--- config.mk ---
export PLATFORM = sky130hd
export DESIGN_NAME = cpu_load_percent_meter_flat
export DESIGN_NICKNAME = d
export VERILOG_FILES = /design/src/rtl/cplm_pkg.sv /design/src/rtl/cplm_sample_if.sv /design/src/rtl/cplm_result_if.sv /design/src/rtl/cpu_load_percent_meter.sv /design/src/rtl/cplm_alu.sv /design/src/rtl/cplm_core.sv /design/src/flat_wrapper.sv
export SDC_FILE = /design/constraint.sdc
export NUM_CORES = 1
export LEC_CHECK = 0
export BUFFER_PORTS_ARGS = -buffer_cell sky130_fd_sc_hd__buf_2
export CELL_PAD_IN_SITES_DETAIL_PLACEMENT = 0
export CELL_PAD_IN_SITES_GLOBAL_PLACEMENT = 2
export CORE_ASPECT_RATIO = 1.5
export CORE_MARGIN = 2
export CORE_UTILIZATION = 36
export DETAILED_ROUTE_END_ITERATION = 16
export HOLD_SLACK_MARGIN = 0.05
export PLACE_DENSITY_LB_ADDON = 0.1
export SYNTH_ARGS = -nofsm -noshare
export SYNTH_HDL_FRONTEND = slang
export SYNTH_SLANG_ARGS = --single-unit
--- constraint.sdc ---
create_clock -name clk -period 9.6 [get_ports clk]
set_input_delay 1.92 -clock clk [delete_from_list [all_inputs] [get_ports clk]]
set_output_delay 1.92 -clock clk [all_outputs]
set_load 0.01 [all_outputs]
--- src/rtl/cplm_pkg.sv ---
`default_nettype none

package cplm_pkg;

  // idle counter width, the sample is taken modulo 2^COUNT_BITS
  localparam int COUNT_BITS = 32;
  localparam int IDLE_BITS  = 32;
  localparam int PCT_BITS   = 7;

  // 100 * x < 2^(COUNT_BITS + 7), so this holds the scaled value and the shifted divisor
  localparam int ALU_BITS = COUNT_BITS + 7;

  // 100 = 64 + 32 + 4
  localparam int MUL_SH_A = 6;
  localparam int MUL_SH_B = 5;
  localparam int MUL_SH_C = 2;

  localparam int STEP_BITS = $clog2(PCT_BITS);

  typedef struct packed {
    logic                  start;
    logic                  mode;
    logic [COUNT_BITS-1:0] sample;
  } core_req_t;

  typedef struct packed {
    logic                idle;
    logic                done;
    logic [PCT_BITS-1:0] usage_whole;
    logic [PCT_BITS-1:0] usage_hundredths;
    logic [PCT_BITS-1:0] peak_whole;
    logic [PCT_BITS-1:0] peak_hundredths;
  } core_stat_t;

endpackage

`default_nettype wire

--- src/rtl/cplm_sample_if.sv ---
`default_nettype none

interface cplm_sample_if;
  logic                           valid;
  logic                           ready;
  logic                           mode;
  logic [cplm_pkg::IDLE_BITS-1:0] idle_count;

  modport source(output valid, output mode, output idle_count, input ready);
  modport sink(input valid, input mode, input idle_count, output ready);
endinterface

`default_nettype wire

--- src/rtl/cplm_result_if.sv ---
`default_nettype none

interface cplm_result_if;
  logic                          valid;
  logic                          ready;
  logic [cplm_pkg::PCT_BITS-1:0] usage_whole;
  logic [cplm_pkg::PCT_BITS-1:0] usage_hundredths;
  logic [cplm_pkg::PCT_BITS-1:0] peak_whole;
  logic [cplm_pkg::PCT_BITS-1:0] peak_hundredths;

  modport source(output valid, output usage_whole, output usage_hundredths,
                 output peak_whole, output peak_hundredths, input ready);
  modport sink(input valid, input usage_whole, input usage_hundredths,
               input peak_whole, input peak_hundredths, output ready);
endinterface

`default_nettype wire

--- src/rtl/cpu_load_percent_meter.sv ---
`default_nettype none

// cpu load meter from idle-loop counts. each sample transaction (mode 0) carries the
// idle-loop count of one window; a count at or above the stored reference becomes the
// new reference and reads as zero load (the first sample after reset calibrates this
// way), a lower count gives load = 100*(reference - count)/reference in whole percent
// plus two decimal digits, and updates the running peak. a clear transaction (mode 1)
// zeroes the peak and reports the current load. every transaction returns exactly one
// result transaction. all arithmetic runs through one shared add/subtract unit: a
// sample below the reference runs two compare/subtract steps, then two passes of a
// two-step shift-add x100 and a 7-step restoring divide, then a peak update; a
// recalibrating sample goes from the compare straight to the result, a clear from
// idle. the sample side is ready only while the sequencer is idle, and a finished
// result sits in an output register so the next sample can be taken while it waits.

module cpu_load_percent_meter (
  input wire logic          clk,
  input wire logic          rst,
  cplm_sample_if.sink       sample,
  cplm_result_if.source     result
);

  cplm_pkg::core_req_t  req;
  cplm_pkg::core_stat_t stat;
  logic                 out_free;

  // output register is free when empty or being drained this cycle
  assign out_free = ~result.valid | result.ready;

  // input is taken only while the sequencer sits idle
  assign sample.ready = stat.idle;

  always_comb begin
    req.start  = sample.valid & stat.idle;
    req.mode   = sample.mode;
    req.sample = sample.idle_count[cplm_pkg::COUNT_BITS-1:0];
  end

  cplm_core u_core (
    .clk      (clk),
    .rst      (rst),
    .req      (req),
    .out_free (out_free),
    .stat     (stat)
  );

  // result register
  always_ff @(posedge clk) begin
    if (rst) begin
      result.valid <= 1'b0;
    end else if (stat.done) begin
      result.valid <= 1'b1;
    end else if (result.ready) begin
      result.valid <= 1'b0;
    end
  end

  always_ff @(posedge clk) begin
    if (stat.done) begin
      result.usage_whole      <= stat.usage_whole;
      result.usage_hundredths <= stat.usage_hundredths;
      result.peak_whole       <= stat.peak_whole;
      result.peak_hundredths  <= stat.peak_hundredths;
    end
  end

`ifndef SYNTHESIS
  // a finished result never overwrites one still waiting
  assert property (@(posedge clk) disable iff (rst)
    stat.done |-> (!result.valid || result.ready))
    else $error("result overwritten while pending");

  // after a transaction is taken the sequencer is busy
  assert property (@(posedge clk) disable iff (rst)
    (sample.valid && sample.ready) |=> !sample.ready)
    else $error("input accepted while sequencer busy");

  // both fractional digits stay below one hundred
  assert property (@(posedge clk) disable iff (rst)
    result.valid |-> (result.usage_hundredths <= 7'd99 &&
                      result.peak_hundredths <= 7'd99))
    else $error("hundredths out of range");

  // whole percent never exceeds one hundred (a zero idle count is full load)
  assert property (@(posedge clk) disable iff (rst)
    result.valid |-> (result.usage_whole <= 7'd100 && result.peak_whole <= 7'd100))
    else $error("whole percent out of range");
`endif

endmodule

`default_nettype wire

--- src/rtl/cplm_alu.sv ---
`default_nettype none

module cplm_alu (
  input  wire logic [cplm_pkg::ALU_BITS-1:0] a,
  input  wire logic [cplm_pkg::ALU_BITS-1:0] b,
  input  wire logic                          sub,
  output logic      [cplm_pkg::ALU_BITS-1:0] sum,
  output logic                               borrow
);

  logic [cplm_pkg::ALU_BITS-1:0] b_op;
  logic [cplm_pkg::ALU_BITS:0]   full;

  always_comb begin
    b_op   = sub ? ~b : b;
    full   = {1'b0, a} + {1'b0, b_op} + {{cplm_pkg::ALU_BITS{1'b0}}, sub};
    sum    = full[cplm_pkg::ALU_BITS-1:0];
    // on subtract, no carry out means a < b
    borrow = sub & ~full[cplm_pkg::ALU_BITS];
  end

endmodule

`default_nettype wire

--- src/rtl/cplm_core.sv ---
`default_nettype none

module cplm_core (
  input  wire logic                 clk,
  input  wire logic                 rst,
  input  wire cplm_pkg::core_req_t  req,
  input  wire logic                 out_free,
  output cplm_pkg::core_stat_t      stat
);

  localparam logic [2:0] S_IDLE = 3'd0;
  localparam logic [2:0] S_CMP  = 3'd1;
  localparam logic [2:0] S_BUSY = 3'd2;
  localparam logic [2:0] S_MUL1 = 3'd3;
  localparam logic [2:0] S_MUL2 = 3'd4;
  localparam logic [2:0] S_DIV  = 3'd5;
  localparam logic [2:0] S_PEAK = 3'd6;
  localparam logic [2:0] S_DONE = 3'd7;

  localparam logic [cplm_pkg::STEP_BITS-1:0] STEP_TOP =
    cplm_pkg::STEP_BITS'(cplm_pkg::PCT_BITS - 1);

  logic [2:0]                          state;
  logic [cplm_pkg::COUNT_BITS-1:0]     ref_count;
  logic [cplm_pkg::COUNT_BITS-1:0]     sample_r;
  logic [cplm_pkg::COUNT_BITS-1:0]     x;
  logic [cplm_pkg::ALU_BITS-1:0]       acc;
  logic [cplm_pkg::PCT_BITS-1:0]       q;
  logic [cplm_pkg::PCT_BITS-1:0]       q_next;
  logic [cplm_pkg::STEP_BITS-1:0]      step;
  logic                                pass;
  logic [cplm_pkg::PCT_BITS-1:0]       cur_whole;
  logic [cplm_pkg::PCT_BITS-1:0]       cur_frac;
  logic [cplm_pkg::PCT_BITS-1:0]       peak_whole;
  logic [cplm_pkg::PCT_BITS-1:0]       peak_frac;

  logic [cplm_pkg::ALU_BITS-1:0]       alu_a;
  logic [cplm_pkg::ALU_BITS-1:0]       alu_b;
  logic                                alu_sub;
  logic [cplm_pkg::ALU_BITS-1:0]       alu_sum;
  logic                                alu_borrow;

  cplm_alu u_alu (
    .a      (alu_a),
    .b      (alu_b),
    .sub    (alu_sub),
    .sum    (alu_sum),
    .borrow (alu_borrow)
  );

  // operand select for the shared adder
  always_comb begin
    alu_a   = '0;
    alu_b   = '0;
    alu_sub = 1'b0;
    unique case (state)
      S_CMP: begin
        alu_a   = cplm_pkg::ALU_BITS'(sample_r);
        alu_b   = cplm_pkg::ALU_BITS'(ref_count);
        alu_sub = 1'b1;
      end
      S_BUSY: begin
        alu_a   = cplm_pkg::ALU_BITS'(ref_count);
        alu_b   = cplm_pkg::ALU_BITS'(sample_r);
        alu_sub = 1'b1;
      end
      S_MUL1: begin
        alu_a = cplm_pkg::ALU_BITS'(x) << cplm_pkg::MUL_SH_A;
        alu_b = cplm_pkg::ALU_BITS'(x) << cplm_pkg::MUL_SH_B;
      end
      S_MUL2: begin
        alu_a = acc;
        alu_b = cplm_pkg::ALU_BITS'(x) << cplm_pkg::MUL_SH_C;
      end
      S_DIV: begin
        alu_a   = acc;
        alu_b   = cplm_pkg::ALU_BITS'(ref_count) << step;
        alu_sub = 1'b1;
      end
      default: begin
        alu_a   = '0;
        alu_b   = '0;
        alu_sub = 1'b0;
      end
    endcase
  end

  always_comb begin
    q_next = q;
    q_next[step] = ~alu_borrow;
  end

  always_ff @(posedge clk) begin
    if (rst) begin
      state      <= S_IDLE;
      ref_count  <= '0;
      cur_whole  <= '0;
      cur_frac   <= '0;
      peak_whole <= '0;
      peak_frac  <= '0;
      pass       <= 1'b0;
      step       <= '0;
    end else begin
      unique case (state)
        S_IDLE: begin
          if (req.start) begin
            if (req.mode) begin
              peak_whole <= '0;
              peak_frac  <= '0;
              state      <= S_DONE;
            end else begin
              sample_r <= req.sample;
              state    <= S_CMP;
            end
          end
        end
        S_CMP: begin
          if (alu_borrow) begin
            state <= S_BUSY;
          end else begin
            // recalibrate
            ref_count <= sample_r;
            cur_whole <= '0;
            cur_frac  <= '0;
            state     <= S_DONE;
          end
        end
        S_BUSY: begin
          x     <= alu_sum[cplm_pkg::COUNT_BITS-1:0];
          pass  <= 1'b0;
          state <= S_MUL1;
        end
        S_MUL1: begin
          acc   <= alu_sum;
          state <= S_MUL2;
        end
        S_MUL2: begin
          acc   <= alu_sum;
          q     <= '0;
          step  <= STEP_TOP;
          state <= S_DIV;
        end
        S_DIV: begin
          if (!alu_borrow) begin
            acc <= alu_sum;
          end
          q <= q_next;
          if (step == '0) begin
            if (!pass) begin
              cur_whole <= q_next;
              // remainder is below the reference, carry it into the fraction pass
              x     <= alu_borrow ? acc[cplm_pkg::COUNT_BITS-1:0]
                                  : alu_sum[cplm_pkg::COUNT_BITS-1:0];
              pass  <= 1'b1;
              state <= S_MUL1;
            end else begin
              cur_frac <= q_next;
              state    <= S_PEAK;
            end
          end else begin
            step <= step - cplm_pkg::STEP_BITS'(1);
          end
        end
        S_PEAK: begin
          if (peak_whole < cur_whole ||
              (peak_whole == cur_whole && peak_frac < cur_frac)) begin
            peak_whole <= cur_whole;
            peak_frac  <= cur_frac;
          end
          state <= S_DONE;
        end
        S_DONE: begin
          if (out_free) begin
            state <= S_IDLE;
          end
        end
        default: begin
          state <= S_IDLE;
        end
      endcase
    end
  end

  always_comb begin
    stat.idle             = (state == S_IDLE);
    stat.done             = (state == S_DONE) && out_free;
    stat.usage_whole      = cur_whole;
    stat.usage_hundredths = cur_frac;
    stat.peak_whole       = peak_whole;
    stat.peak_hundredths  = peak_frac;
  end

endmodule

`default_nettype wire
--- src/flat_wrapper.sv ---
// flat-port wrapper written by rule: the top's interface ports become plain ports
module cpu_load_percent_meter_flat 
  (clk, rst, sample_valid, sample_mode, sample_idle_count, sample_ready, result_valid, result_usage_whole, result_usage_hundredths, result_peak_whole, result_peak_hundredths, result_ready);
  cplm_sample_if sample_i ();
  cplm_result_if result_i ();
  input wire logic clk;
  input wire logic rst;
  input wire logic [$bits(sample_i.valid)-1:0] sample_valid;
  input wire logic [$bits(sample_i.mode)-1:0] sample_mode;
  input wire logic [$bits(sample_i.idle_count)-1:0] sample_idle_count;
  output wire logic [$bits(sample_i.ready)-1:0] sample_ready;
  output wire logic [$bits(result_i.valid)-1:0] result_valid;
  output wire logic [$bits(result_i.usage_whole)-1:0] result_usage_whole;
  output wire logic [$bits(result_i.usage_hundredths)-1:0] result_usage_hundredths;
  output wire logic [$bits(result_i.peak_whole)-1:0] result_peak_whole;
  output wire logic [$bits(result_i.peak_hundredths)-1:0] result_peak_hundredths;
  input wire logic [$bits(result_i.ready)-1:0] result_ready;
  assign sample_i.valid = sample_valid;
  assign sample_i.mode = sample_mode;
  assign sample_i.idle_count = sample_idle_count;
  assign sample_ready = sample_i.ready;
  assign result_valid = result_i.valid;
  assign result_usage_whole = result_i.usage_whole;
  assign result_usage_hundredths = result_i.usage_hundredths;
  assign result_peak_whole = result_i.peak_whole;
  assign result_peak_hundredths = result_i.peak_hundredths;
  assign result_i.ready = result_ready;
  cpu_load_percent_meter u_core (.clk(clk), .rst(rst), .sample(sample_i), .result(result_i));
endmodule
# After elaboration in Yosys (flattened, before gate mapping)

Index checks and enable logic that the tools add are counted.

Latch bits: 0
Memories: 0
Memory bits (read-only): 0
Input port bits: 37
Word-level logic and storage cells: 118
Output and inout port bits: 30
RAM bits: 0
Flip-flop bits (word level): 206

Reduce and logical (&&, ||, !) cells: 26
Mux-type cells: 40
$mul: 0
Magnitude comparators: 4
Div/mod/pow operators: 0
Eq/ne operators: 18
Shifts and indexed selects: 1
Add/sub/neg operators: 3
Bitwise logic cells: 9

Operators by type and width:

| operator             | count |
|---|---|
| $pmux W39 S5         | 1 |
| $pmux W39 S4         | 1 |
| $mux W32             | 3 |
| $mux W39             | 2 |
| $pmux W39 S2         | 1 |
| $pmux W7 S2          | 5 |
| $pmux W32 S2         | 1 |
| $mux W7              | 9 |
| $add A39 B39 Y40     | 1 |
| $add A40 B1 Y40      | 1 |
| $not A39 Y39         | 1 |
| $shl A32 B3 Y39      | 1 |
| $pmux W3 S8          | 1 |
| $mux W3              | 7 |
| $reduce_and A4 Y1    | 5 |
| $ne A2 B2 Y1 const B | 9 |
| $lt A7 B7 Y1         | 2 |
| $eq A3 B3 Y1 const B | 4 |
| $reduce_bool A2 Y1   | 6 |
| $reduce_and A2 Y1    | 4 |
| $bwmux W7            | 1 |
| $eq A7 B7 Y1         | 1 |
| $eq A3 B2 Y1 const B | 2 |
| $logic_not A3 Y1     | 2 |
| 17 further kinds     | 30 |

# Depth between registers and ports, before layout

Depth in word-level cells: 13
Mapped depth: 21
Depth with buffers taken out: 18

# Modules after synthesis

A second synthesis with hierarchy kept.

Cell total of the unflattened synthesis: 1333
Area, all modules: 13123.8 um2

By module, submodules not included:

| module                 | times used | area an instance (um2) | cells each | sequential area each (um2) |
|---|---|---|---|---|
| cplm_core              | 1          | 9631.7                 | 945        | 4644.5 |
| cplm_alu               | 1          | 2598.7                 | 355        | 0.0 |
| cpu_load_percent_meter | 1          | 893.4                  | 33         | 860.8 |

# Worst setup path before layout

Ideal clock, no wire load.

Kind: register to register
From: register u_core.u_core.step[0] in the netlist's numbering
To: register u_core.u_core.acc[0] in the netlist's numbering (enable)
Library setup time: 0.435 ns
Cell stages (with the launch flop): 19
Data arrival time: 5.485 ns
Path buffers: 3
Setup slack: 3.680 ns
Clock period less this slack: 5.920 ns
Cell sequence: dfxtp_1 clkbuf_1 buf_2 mux4_2 nand2_1 a21oi_1 o21ai_0 xnor2_1 ha_1 clkbuf_1 and4_1 nand3_1 o21bai_1 o21ai_1 o2111ai_2 nand2_2 a21bo_2 a21oi_1 nor2_1

Cells in the longest elaborated chain, start to end: 10

RTL lines:

| item                                 | RTL line         | source |
|---|---|---|
| from (decl)                          | cplm_core.sv:30  | `logic [cplm_pkg::STEP_BITS-1:0] step;` |
| from (signal assigned)               | cplm_core.sv:161 | `step <= step - cplm_pkg::STEP_BITS'(1);` |
| $shl A32 B3 Y39 *                    | cplm_core.sv:77  | `alu_b = cplm_pkg::ALU_BITS'(ref_count) << step;` |
| $pmux W39 S5 *                       | cplm_core.sv:56  | `unique case (state)` |
| $not A39 Y39                         | cplm_alu.sv:15   | `b_op = sub ? ~b : b;` |
| $mux W39 *                           | cplm_alu.sv:15   |  |
| $add A39 B39 Y40 *                   | cplm_alu.sv:16   | `full = {1'b0, a} + {1'b0, b_op} + {{cplm_pkg::ALU_BITS{1'b0}}, sub};` |
| $add A40 B1 Y40 *                    | cplm_alu.sv:16   |  |
| $not A1 Y1 *                         | cplm_alu.sv:19   | `borrow = sub & ~full[cplm_pkg::ALU_BITS];` |
| $and A1 B1 Y1 *                      | cplm_alu.sv:19   |  |
| $ne A2 B2 Y1 (no source line) *      | --               |  |
| $reduce_and A3 Y1 (no source line) * | --               |  |
| to (signal assigned)                 | cplm_core.sv:134 | `acc <= alu_sum;` |
| to (signal assigned)                 | cplm_core.sv:138 | `acc <= alu_sum;` |
| to (signal assigned)                 | cplm_core.sv:145 | `acc <= alu_sum;` |
| to (decl)                            | cplm_core.sv:27  | `logic [cplm_pkg::ALU_BITS-1:0] acc;` |

Mark *: on every way between the ends. The rest lies on a longest branch, timed or not.
A chain may end at the register's enable or synchronous reset.

# Worst setup path in the final report

From: register u_core.u_core.step[0] in the netlist's numbering
To: register u_core.u_core.acc[18] in the netlist's numbering (enable)

The elaborated chain is that of the path after synthesis.

==> impl_metrics.py <==
metrics = {
    "outcome": {
        "status": "complete, no violations",
    },
    "min_path": {
        "hold-path-endpoint": "u_core.result.peak_whole[0]",
        "hp-class": "flip-flop to flip-flop",
        "worstHoldPathCells": 0,
        "worstHoldStart": "u_core.u_core.peak_whole[0]",
    },
    "final_layout": {
        "final_area_um2": 14600,
        "nFillCells": 3637,
        "regArea_um2": 5510,
        "drive_gt1_share_pct": 12.6,
        "n_antenna_cell": 0,
        "fin_nets": 1462,
        "syn_to_final_growth_pct": 11.9,
        "fin_cells": 1863,
        "multi_input_area_um2": 7110,
    },
    "global_route": {
        "grt_pass1_wl_um": 65400,
        "antenna_found_initial": 0,
        "use_met1_pct": 25.7,
        "overflow": 0,
        "use_met3_pct": 2.41,
        "met2_usage_pct": 42.9,
        "grt_busiest_layer": "met2",
        "grt_max_degree": 68,
        "grt_use_total_pct": 22.4,
        "grt_pass1_vias": 10600,
    },
    "power_and_ir_drop": {
        "p_leak_nw": 5.25,
        "powerDensity_nw_per_um2": 406,
        "ir_drop_mv": 0.188,
        "total_power_mw": 5.94,
    },
    "floorplan": {
        "die_h_um": 237,
        "fp-row-count": 85,
        "start_util_pct": 36.5,
        "die_w_um": 160,
        "core_area_um2": 35800,
        "io_pins": 67,
        "die_area_um2": 37900,
    },
    "critical_path": {
        "slowest_delay_ns": 1.01,
        "startpoint": "u_core.u_core.step[0]",
        "r2r_cells": 17,
        "crit_slowest_cell": "dfxtp_2",
        "reg2reg_slack_ns": 3.27,
        "cp_data_required_time_ns": 9.78,
        "crit_path_max_fanout": 38,
        "crit_family": "compound AO/OA/AOI/OAI gates",
        "crit_chain": "inv_1 -> o31a_1 -> or2_2 -> o211ai_1 -> a31oi_1 -> xnor2_1 -> ha_1 -> nand2_1 -> o21ai_0 -> a211oi_1 -> o21ai_1 -> o2111ai_2 -> nand2_2 -> a21bo_2 -> a21oi_1 -> nor2_4 -> buf_4",
        "r2r_end": "u_core.u_core.acc[18]",
        "r2r-start": "u_core.u_core.step[0]",
        "cp_num_buf_inv": 2,
        "crit_type": "flip-flop to flip-flop",
        "cp.arrival_ns": 6.52,
        "start_kind": "flip-flop",
        "end_kind": "flip-flop",
    },
    "timing": {
        "worst_pin_slew_ns": 1.03,
        "setup_tns_ns": 0,
        "report.final.slew_viol_count": 0,
        "final-hold-violation-count": 0,
        "clock_skew_ns": 0.0233,
        "rsz0062_at_grt": "no",
        "relSlewSlack_pct": 31.2,
        "finalCritPeriodShare_pct": 66.0,
        "setup_slack_ns": 3.27,
        "setup_violations": 0,
        "min_period_ns": 6.33,
        "fmax_mhz": 158,
    },
    "yosys": {
        "avgSynthCellArea_um2": 9.76,
        "ys_seq_elements": 206,
        "syn_nets": 1433,
        "synth.distinct_cells": 72,
        "yosysWarnings": 0,
        "synth_edf_count": 138,
        "ys_seq_area_share_pct": 42.1,
        "synth_area_um2": 13100,
        "synth_top_area_cell": "edfxtp_1",
        "yosysMostFrequentCell": "nand2_1",
        "synthTopCellsByArea": "edfxtp_1 32%, dfxtp_1 10%, ha_1 5.4%, mux2i_1 5.3%, nand2_1 5.2%",
        "synthArstFlopShare_pct": 0,
        "ys_top_cells_by_count": "182 x nand2_1, 138 x edfxtp_1, 100 x nor2_1",
        "synth_flop_cell": "edfxtp_1",
        "synthCells": 1339,
        "synth_top_cell_area_share_pct": 31.7,
    },
    "clock_network": {
        "cts_resized": 0,
        "cts.clk_slew.worst_paths_ns": 0.07,
        "clockBufferDepth": 3,
        "cts_hold_buf": 0,
        "cts_buffers": 23,
        "cts_root_buf": "clkbuf_16",
        "clkSinkCount": 206,
        "post_cts.repair.setup_buffers": 0,
        "cts_htree_levels": 1,
        "clk_latency_ns": 0.55,
        "cts_tree": "done",
    },
    "routing": {
        "wl_per_cell_um": 23.0,
        "drt_pass1_iterations": 5,
        "vias": 10500,
        "routed_wl_um": 42800,
        "ant_nets": 0,
        "vias_per_cell": 5.63,
        "drt_iter0_markers": 677,
        "drc": 0,
    },
    "placed_design": {
        "pre_cts_ws_ns": 3.29,
        "port_buffers": 66,
        "dp.cells": 1821,
        "place_area_um2": 13800,
        "dp_hpwl_um": 30400,
        "place.gp.congestion": 0.912,
    },
    "flow_run": {
        "maxCapViolCount": 0,
    },
}
==> metal layers <==
metal / up-vias / share of wire [%]
met5: - / 0
met2: 277 / 54
met1: 5125 / 39
li1: 5016 / -
met3: 71 / 3.6
met4: 0 / 3.2
==> registers in the layout, indices dropped and copies added (netlist names) <==
signal                          count
u_core.result.peak_hundredths       7
u_core.result.peak_whole            7
u_core.result.usage_hundredths      7
u_core.result.usage_whole           7
u_core.result.valid                 1
u_core.u_core.acc                  39
u_core.u_core.cur_frac              7
u_core.u_core.cur_whole             7
u_core.u_core.pass                  1
u_core.u_core.peak_frac             7
u_core.u_core.peak_whole            7
u_core.u_core.q                     7
u_core.u_core.ref_count            32
u_core.u_core.sample_r             32
u_core.u_core.state                 3
u_core.u_core.step                  3
u_core.u_core.x                    32
==> power breakdown <==
part	internal [mW]	switching [mW]	leakage, nW
clock	0.567	0.370	0.378
combinational	1.30	2.08	3.06
sequential	1.39	0.230	1.81
==> worst max-delay path by stage <==
| stage | endpoint | slack [ns] | cells past startpoint |
|---|---|---|---|
| final | u_core.u_core.acc[18] | 3.27 | 17 |
| after global routing | u_core.u_core.acc[33] | 2.70 | 17 |
| after CTS | u_core.u_core.acc[18] | 3.22 | 17 |
| after detailed placement | u_core.u_core.acc[22] | 3.29 | 17 |
| after global placement | u_core.u_core.acc[23] | 3.23 | 17 |
| after floorplan | u_core.u_core.acc[0] | 3.68 | 18 |
==> final cells by class <==
type / count / area share (%)
Clock inverter: 9 / 1.05
Sequential cell: 206 / 37.7
Multi-Input combinational cell: 1017 / 48.7
Tap cell: 478 / 4.09
Inverter: 33 / 0.847
Timing Repair Buffer: 87 / 3.34
Clock buffer: 33 / 4.33
==> cells in the final DEF, fill, tap and decap left out, types with 8 or more instances in the layout <==
cell	count
o21a_1	10
mux2i_1	69
nand3_1	60
nor3_1	20
a22oi_1	58
edfxtp_1	138
buf_2	66
a211oi_1	10
xnor2_1	56
nor2b_1	10
inv_1	33
nand4_1	8
mux2_1	28
dfxtp_1	66
a21o_1	21
nand2_1	182
a21oi_1	83
a31oi_1	8
clkbuf_1	8
nor2_1	99
buf_4	21
o21ai_0	65
mux4_2	21
a32o_1	8
clkbuf_16	23
xor2_1	11
ha_1	56
nand2b_1	27
==> stage by stage <==
| step | hold slack [ns] | util [%] |
|---|---|---|
| CTS | 0.464 | 40.8 |
| finish | 0.465 | 40.8 |
| global placement | 0.457 | 38.6 |
| floorplan | 0.423 | - |
| detailed placement | 0.455 | 38.6 |
| global route | 0.478 | 40.8 |
==> cells by family after synthesis <==
kind of cell             synth area share (%)
AO/OA/AOI/OAI                            17.0
XOR/XNOR                                 4.49
adder cells (fa/ha/maj)                  5.52
buffers and inverters                    3.83
flip-flops                               42.1
multiplexers                             11.7
AND/OR/NAND/NOR                          15.3
==> worst reg2reg max path: stages, from the launching register on <==
cell	delay, ns
dfxtp_2	1.01
inv_1	0.49
o31a_1	0.44
or2_2	0.28
o211ai_1	0.10
a31oi_1	0.12
xnor2_1	0.18
ha_1	0.37
nand2_1	0.15
o21ai_0	0.43
a211oi_1	0.16
o21ai_1	0.35
o2111ai_2	0.26
nand2_2	0.26
a21bo_2	0.16
a21oi_1	0.08
nor2_4	0.65
buf_4	0.49
No activity file was read; power rests on OpenSTA's default activity.
